==> src/rtl/pvt_pkg.sv <==
// shared constants, phase codes and result record for the valley/peak tracker
package pvt_pkg;

	localparam int SAMPLE_BITS = 16;
	localparam int INDEX_BITS  = 32;
	localparam int PHASE_BITS  = 2;

	localparam logic signed [SAMPLE_BITS-1:0] SAMPLE_MAX = {1'b0, {(SAMPLE_BITS-1){1'b1}}};
	localparam logic signed [SAMPLE_BITS-1:0] SAMPLE_MIN = {1'b1, {(SAMPLE_BITS-1){1'b0}}};

	typedef enum logic [PHASE_BITS-1:0] {
		PH_FIRST  = 2'd0,
		PH_PEAK   = 2'd1,
		PH_SECOND = 2'd2
	} phase_t;

	// first member lands in the highest bits
	typedef struct packed {
		logic [PHASE_BITS-1:0]         phase_before;
		logic [INDEX_BITS-1:0]         second_valley_index;
		logic signed [SAMPLE_BITS-1:0] second_valley_value;
		logic [INDEX_BITS-1:0]         peak_index;
		logic signed [SAMPLE_BITS-1:0] peak_value;
		logic [INDEX_BITS-1:0]         first_valley_index;
		logic signed [SAMPLE_BITS-1:0] first_valley_value;
		logic                          cycle_valid;
	} result_t;

	localparam int RESULT_BITS = $bits(result_t);
	localparam int OUT_BITS    = ((RESULT_BITS + 7) / 8) * 8;
	localparam int IN_BITS     = ((SAMPLE_BITS + 7) / 8) * 8;

endpackage

==> src/rtl/pvt_core.sv <==
// tracker state and per-sample update logic
module pvt_core (
	input  logic                                 clk,
	input  logic                                 arst_n,
	input  logic                                 en,
	input  logic signed [pvt_pkg::SAMPLE_BITS-1:0] sample,
	output pvt_pkg::result_t                     res
);
	import pvt_pkg::*;

	phase_t                        phase_q, phase_n;
	logic signed [SAMPLE_BITS-1:0] prev_q;
	logic signed [SAMPLE_BITS-1:0] min_q, min_n;
	logic signed [SAMPLE_BITS-1:0] max_q, max_n;
	logic [INDEX_BITS-1:0]         count_q, count_n;
	logic [INDEX_BITS-1:0]         first_pos_q, first_pos_n;
	logic [INDEX_BITS-1:0]         peak_pos_q, peak_pos_n;
	logic [INDEX_BITS-1:0]         second_pos_q, second_pos_n;
	logic                          pos, neg, up, down;

	assign pos     = !sample[SAMPLE_BITS-1] && (sample != '0);
	assign neg     = sample[SAMPLE_BITS-1];
	assign up      = (prev_q[SAMPLE_BITS-1] || (prev_q == '0)) && pos;
	assign down    = !prev_q[SAMPLE_BITS-1] && neg;
	assign count_n = count_q + 1'b1;

	always_comb begin
		res              = '0;
		res.phase_before = phase_q;
		phase_n          = phase_q;
		min_n            = min_q;
		max_n            = max_q;
		first_pos_n      = first_pos_q;
		peak_pos_n       = peak_pos_q;
		second_pos_n     = second_pos_q;
		case (phase_q)
			PH_PEAK: begin
				if (pos && (sample > max_q)) begin
					max_n      = sample;
					peak_pos_n = count_n;
				end
				if (down) begin
					res.peak_value = max_n;
					res.peak_index = peak_pos_n;
					max_n          = SAMPLE_MIN;
					phase_n        = PH_SECOND;
				end
			end
			PH_SECOND: begin
				if (neg && (sample < min_q)) begin
					min_n        = sample;
					second_pos_n = count_n;
				end
				if (up) begin
					res.cycle_valid         = 1'b1;
					res.second_valley_value = min_n;
					res.second_valley_index = second_pos_n;
					res.first_valley_value  = min_n;
					res.first_valley_index  = second_pos_n;
					first_pos_n             = second_pos_n;
					min_n                   = SAMPLE_MAX;
					max_n                   = SAMPLE_MIN;
					phase_n                 = PH_PEAK;
				end
			end
			default: begin
				if (neg && (sample < min_q)) begin
					min_n       = sample;
					first_pos_n = count_n;
				end
				if (up) begin
					res.first_valley_value = min_n;
					res.first_valley_index = first_pos_n;
					min_n                  = SAMPLE_MAX;
					phase_n                = PH_PEAK;
				end
			end
		endcase
	end

	always_ff @(posedge clk or negedge arst_n) begin
		if (!arst_n) begin
			phase_q      <= PH_FIRST;
			prev_q       <= '0;
			min_q        <= SAMPLE_MAX;
			max_q        <= SAMPLE_MIN;
			count_q      <= '0;
			first_pos_q  <= '0;
			peak_pos_q   <= '0;
			second_pos_q <= '0;
		end else if (en) begin
			phase_q      <= phase_n;
			prev_q       <= sample;
			min_q        <= min_n;
			max_q        <= max_n;
			count_q      <= count_n;
			first_pos_q  <= first_pos_n;
			peak_pos_q   <= peak_pos_n;
			second_pos_q <= second_pos_n;
		end
	end

`ifndef SYNTHESIS
	a_close_resets: assert property (@(posedge clk) disable iff (!arst_n)
		en && res.cycle_valid |=> phase_q == PH_PEAK && min_q == SAMPLE_MAX
			&& max_q == SAMPLE_MIN)
		else $error("closing valley did not restart the peak search");
	a_close_carries: assert property (@(posedge clk) disable iff (!arst_n)
		en && res.cycle_valid |=> first_pos_q == $past(res.second_valley_index))
		else $error("closing valley position not carried to first valley");
	a_count_step: assert property (@(posedge clk) disable iff (!arst_n)
		en |=> count_q == INDEX_BITS'($past(count_q) + 1'b1))
		else $error("sample counter did not advance");
	a_hold: assert property (@(posedge clk) disable iff (!arst_n)
		!en |=> $stable(phase_q) && $stable(count_q) && $stable(prev_q))
		else $error("tracker state moved without a sample");
`endif

endmodule

==> src/rtl/ppg_valley_peak_tracker_top.sv <==
// top level: input register, tracker core and result register on stream ports
// a sample taken into the input register passes through the core and shows on m_axis from the result register
// throughput: one sample per cycle while the result side does not stall, set by the compare and update in the core
// the input stage takes a new transfer while the result register waits, if the input stage is empty
// reset: arst_n clears phase, extremes, counter and positions, and empties both stages
module ppg_valley_peak_tracker_top (
	input  logic                         clk,
	input  logic                         arst_n,
	input  logic                         s_axis_tvalid,
	output logic                         s_axis_tready,
	input  logic [pvt_pkg::IN_BITS-1:0]  s_axis_tdata,  // sample
	output logic                         m_axis_tvalid,
	input  logic                         m_axis_tready,
	// cycle_valid, first_valley_value, first_valley_index, peak_value,
	// peak_index, second_valley_value, second_valley_index, phase_before
	output logic [pvt_pkg::OUT_BITS-1:0] m_axis_tdata
);
	import pvt_pkg::*;

	logic                          valid_s1;
	logic signed [SAMPLE_BITS-1:0] sample_s1;
	logic                          m_tvalid_q;
	logic [OUT_BITS-1:0]           m_tdata_q;
	logic                          advance;
	result_t                       res;

	assign advance       = !m_tvalid_q || m_axis_tready;
	assign s_axis_tready = !valid_s1 || advance;
	assign m_axis_tvalid = m_tvalid_q;
	assign m_axis_tdata  = m_tdata_q;

	pvt_core u_core (
		.clk    (clk),
		.arst_n (arst_n),
		.en     (advance && valid_s1),
		.sample (sample_s1),
		.res    (res)
	);

	always_ff @(posedge clk or negedge arst_n) begin
		if (!arst_n) begin
			valid_s1   <= 1'b0;
			m_tvalid_q <= 1'b0;
		end else begin
			if (s_axis_tready) begin
				valid_s1 <= s_axis_tvalid;
			end
			if (advance) begin
				m_tvalid_q <= valid_s1;
			end
		end
	end

	always_ff @(posedge clk) begin
		if (s_axis_tvalid && s_axis_tready) begin
			sample_s1 <= s_axis_tdata[SAMPLE_BITS-1:0];
		end
		if (advance && valid_s1) begin
			m_tdata_q <= OUT_BITS'(res);
		end
	end

endmodule

==> config.mk <==
export PLATFORM = sky130hd
export DESIGN_NAME = ppg_valley_peak_tracker_top
export DESIGN_NICKNAME = d
export VERILOG_FILES = /design/src/rtl/pvt_pkg.sv /design/src/rtl/pvt_core.sv /design/src/rtl/ppg_valley_peak_tracker_top.sv
export SDC_FILE = /design/constraint.sdc
export NUM_CORES = 1
export LEC_CHECK = 0
export BUFFER_PORTS_ARGS = -buffer_cell sky130_fd_sc_hd__buf_2
export CORE_UTILIZATION = 55
export CTS_CLUSTER_DIAMETER = 30
export CTS_CLUSTER_SIZE = 20
export DETAILED_ROUTE_END_ITERATION = 6
export GPL_TIMING_DRIVEN = 0
export PLACE_DENSITY = 0.75
export RECOVER_POWER = 25
export SLEW_MARGIN = 20
export SYNTH_ARGS = -nofsm -noshare
export SYNTH_HDL_FRONTEND = slang
export SYNTH_SLANG_ARGS = --single-unit
==> constraint.sdc <==
create_clock -name clk -period 8.9 [get_ports clk]
set_input_delay 1.78 -clock clk [delete_from_list [all_inputs] [get_ports clk]]
set_output_delay 1.78 -clock clk [all_outputs]
set_load 0.01 [all_outputs]
==> reports/results.tsv <==
metric	value	unit
worstSetupEndpointType	output port	
worstPathCellList	buf_2 > nand3b_1 > buf_2	
crit_path_max_fanout	3	
p_clk_share	41.6	%
drt_iter0_drc	1185	
numCtsBuffers	70	
dp_hpwl	29500	um
coreArea	0.0289	mm^2
cts_tree	yes	
cp.arrival	2.22	ns
drcViolationCount	0	
antenna_found_initial	0	
fin_util	69.3	%
synth_warnings	0	
ys_types	69	
clk_latency	0.57	ns
yosys.area.top_type	edfxtp_1	
finalHoldViolations	0	
dieArea	0.0303	mm^2
chipHeight	174	um
drv_cap	0	
cts.repair.resized	0	
area_growth	23.3	%
slew-limit-headroom	37.5	%
avgSynthCellArea	12.1	um^2
finalPower	0.00610	W
dieWidth	174	um
antenna_cells	0	
cp_slowest_stage_delay	0.18	ns
holdWs	0.491	ns
synthFlopType	dfrtp_1	
rows	62	
min_period_over_period	44.9	%
start_kind	input pin	
io_buffer_count	168	
p_sw_share	32.9	%
cts-root-buf	clkbuf_16	
grt_pass1_wl	68700	um
fin_crit	4.00	ns
cts_buffer_depth	3	
maxSlewViolCount	0	
p_comb_share	23.1	%
fmax	250	MHz
grt_max_degree	101	
place_area	0.0177	mm^2
fin_nets	1653	
setup_violations	0	
switchingPower	0.00200	W
status	completed	
hold_depth	1	
wl_per_cell	21.3	um
synth-edff-count	163	
dr.pass1.iters	6	
path_clk_slew	0.04	ns
grt_pass1_vias	12579	
wirelength	43500	um
cts_max_level	3	
via_count	12592	
skew	0.0208	ns
reg2regPathDepth	9	
ir_worst_vdd	164	uV
intPower	0.00409	W
crit_top_cell	buf_2	
grt.overflow.total	0	
power_density	304	mW/mm^2
synth-seq-cells	343	
viasPerCell	6.17	
power_leakage	8.57	nW
critPathKind	in -> out	
holdCritPathClass	reg -> reg	
drive_above_1_share	27.8	%
cp_data_required_time	7.12	ns
numClockSinks	343	
ant_nets	0	
io_pins	174	
synthArstFlopShare	52.5	%
sequentialPowerShare	35.3	%
start_util	56.3	%
synth_top_area_share	30.1	%
synth_sequential_area_ratio	57.9	%
cts_setup_buffers	0	
grt.total_usage	29.3	%
cts_hold_buffers	0	
cp_slowest_cell	nand3b_1	
synth_area_leaders	edfxtp_1 30%, dfrtp_1 25%, ha_1 2.6%	
worst_pin_slew	0.930	ns
rsz0062_at_grt	no	
fin_area	0.0201	mm^2
postSynthCellCount	1350	
netlist_area	0.0163	mm^2
gp_congestion	0.909	
==> metrics by stage <==
stage,std cells,setup TNS (ns),setup slack [ns]
after CTS,2041,0,4.90
after floorplan,1354,0,1.80
after global placement,1906,-0.318,-0.216
final,2041,0,4.90
after detailed placement,1911,0,4.72
after global routing,2041,0,4.82
==> synth_stat cells (4+ instances only) <==
cell,n
a211o_1,5
o22ai_1,16
or3_1,16
nor3_1,17
buf_1,15
clkbuf_1,50
and4_1,4
mux2_4,28
xor2_1,19
nor4_1,37
xnor2_1,42
mux2_2,33
nor2_1,25
and3_1,6
edfxtp_1,163
nand2b_1,21
buf_6,4
o221a_1,18
o31ai_1,17
nor4_2,6
buf_2,31
buf_4,8
inv_1,71
o221ai_1,12
o21ai_0,18
nand4_1,33
dfrtp_1,164
nand2_1,80
o21a_1,18
o22a_1,16
a21oi_1,73
dfstp_2,16
nor3_2,24
o211ai_1,31
a22o_1,32
ha_1,34
a31oi_1,32
and2_1,6
nand3_1,69
==> cell families (layout without fill, tap and decap cells) <==
group	Yosys count	in the layout	synth area share [%]
and+or+nand+nor	353	353	12.2
DFF	343	343	57.9
AOI/OAI and AO/OA	313	313	14.1
buffers and inverters	181	484	4.78
muxes	64	64	5.05
xor gates and xnor gates	61	61	3.28
adders and majority gates	34	34	2.61
other	1	5	0.0230
==> power by group through the flow <==
stage | registers (W) | clock network (W) | logic, W
floorplan | 0.00217 | 0 | 0.000921
global placement | 0.00217 | 0 | 0.00131
detailed placement | 0.00217 | 0 | 0.00136
CTS | 0.00214 | 0.00257 | 0.00138
global route | 0.00218 | 0.00264 | 0.00152
finish | 0.00215 | 0.00254 | 0.00141
==> final cells by class <==
class,count,area (um^2)
inverter,73,274
buffer,108,505
fill,1990,8870
timing repair buffer,173,958
tap,384,480
clock buffer,83,1870
sequential,343,9420
multi-input combinational,830,6080
clock inverter,47,469
==> worst paths after layout <==
check                                             start                                  to  slack, ns
setup / recovery                          m_axis_tready                       s_axis_tready       4.90
hold / removal                     valid_s1$_DFFE_PN0N_           m_axis_tvalid$_DFFE_PN0P_       0.49
setup reg to reg           u_core.max_q[15]$_DFFE_PN1P_      m_axis_tdata[96]$_SDFFCE_PN0P_       5.25
hold reg to reg                    valid_s1$_DFFE_PN0N_           m_axis_tvalid$_DFFE_PN0P_       0.49
max in group asynchronous                        arst_n  u_core.first_pos_q[18]$_DFFE_PN0P_       6.73
min in group asynchronous                        arst_n         u_core.max_q[7]$_DFFE_PN0P_       1.20
==> flip-flops by register name, summed over array words and instances (netlist names) <==
register	flops
u_core.phase_q	2
sample_s1	16
m_axis_tdata	147
u_core.count_q	32
u_core.peak_pos_q	32
u_core.prev_q	16
u_core.first_pos_q	32
u_core.min_q	16
valid_s1	1
u_core.max_q	16
u_core.second_pos_q	32
m_axis_tvalid	1
==> placed cells by master, fill, tap and decap left out, types with 32 or more instances in the layout <==
master,synthesis,routed
clkbuf_1,50,59
nand4_1,33,33
nand2_1,80,80
clkbuf_16,0,73
a21oi_1,73,73
edfxtp_1,163,163
nand3_1,69,70
mux2_2,33,33
ha_1,34,34
a31oi_1,32,32
nor4_1,37,37
a22o_1,32,32
dfrtp_1,164,164
buf_2,31,199
xnor2_1,42,42
inv_1,71,72
==> critical path, delay by kind of cell <==
family,cells,cell delay (ns)
buffers and inverters,2,0.26
and+or+nand+nor,1,0.18
==> per-layer routing <==
metal  wire (um)  track usage [%]  share of wire, %
met1       18600             40.4                43
met2       19400             44.2                45
met3        3770             6.19               8.7
met4        1750             14.5               4.0
met5           0                0                 0
No activity file was read; power rests on OpenSTA's default activity.
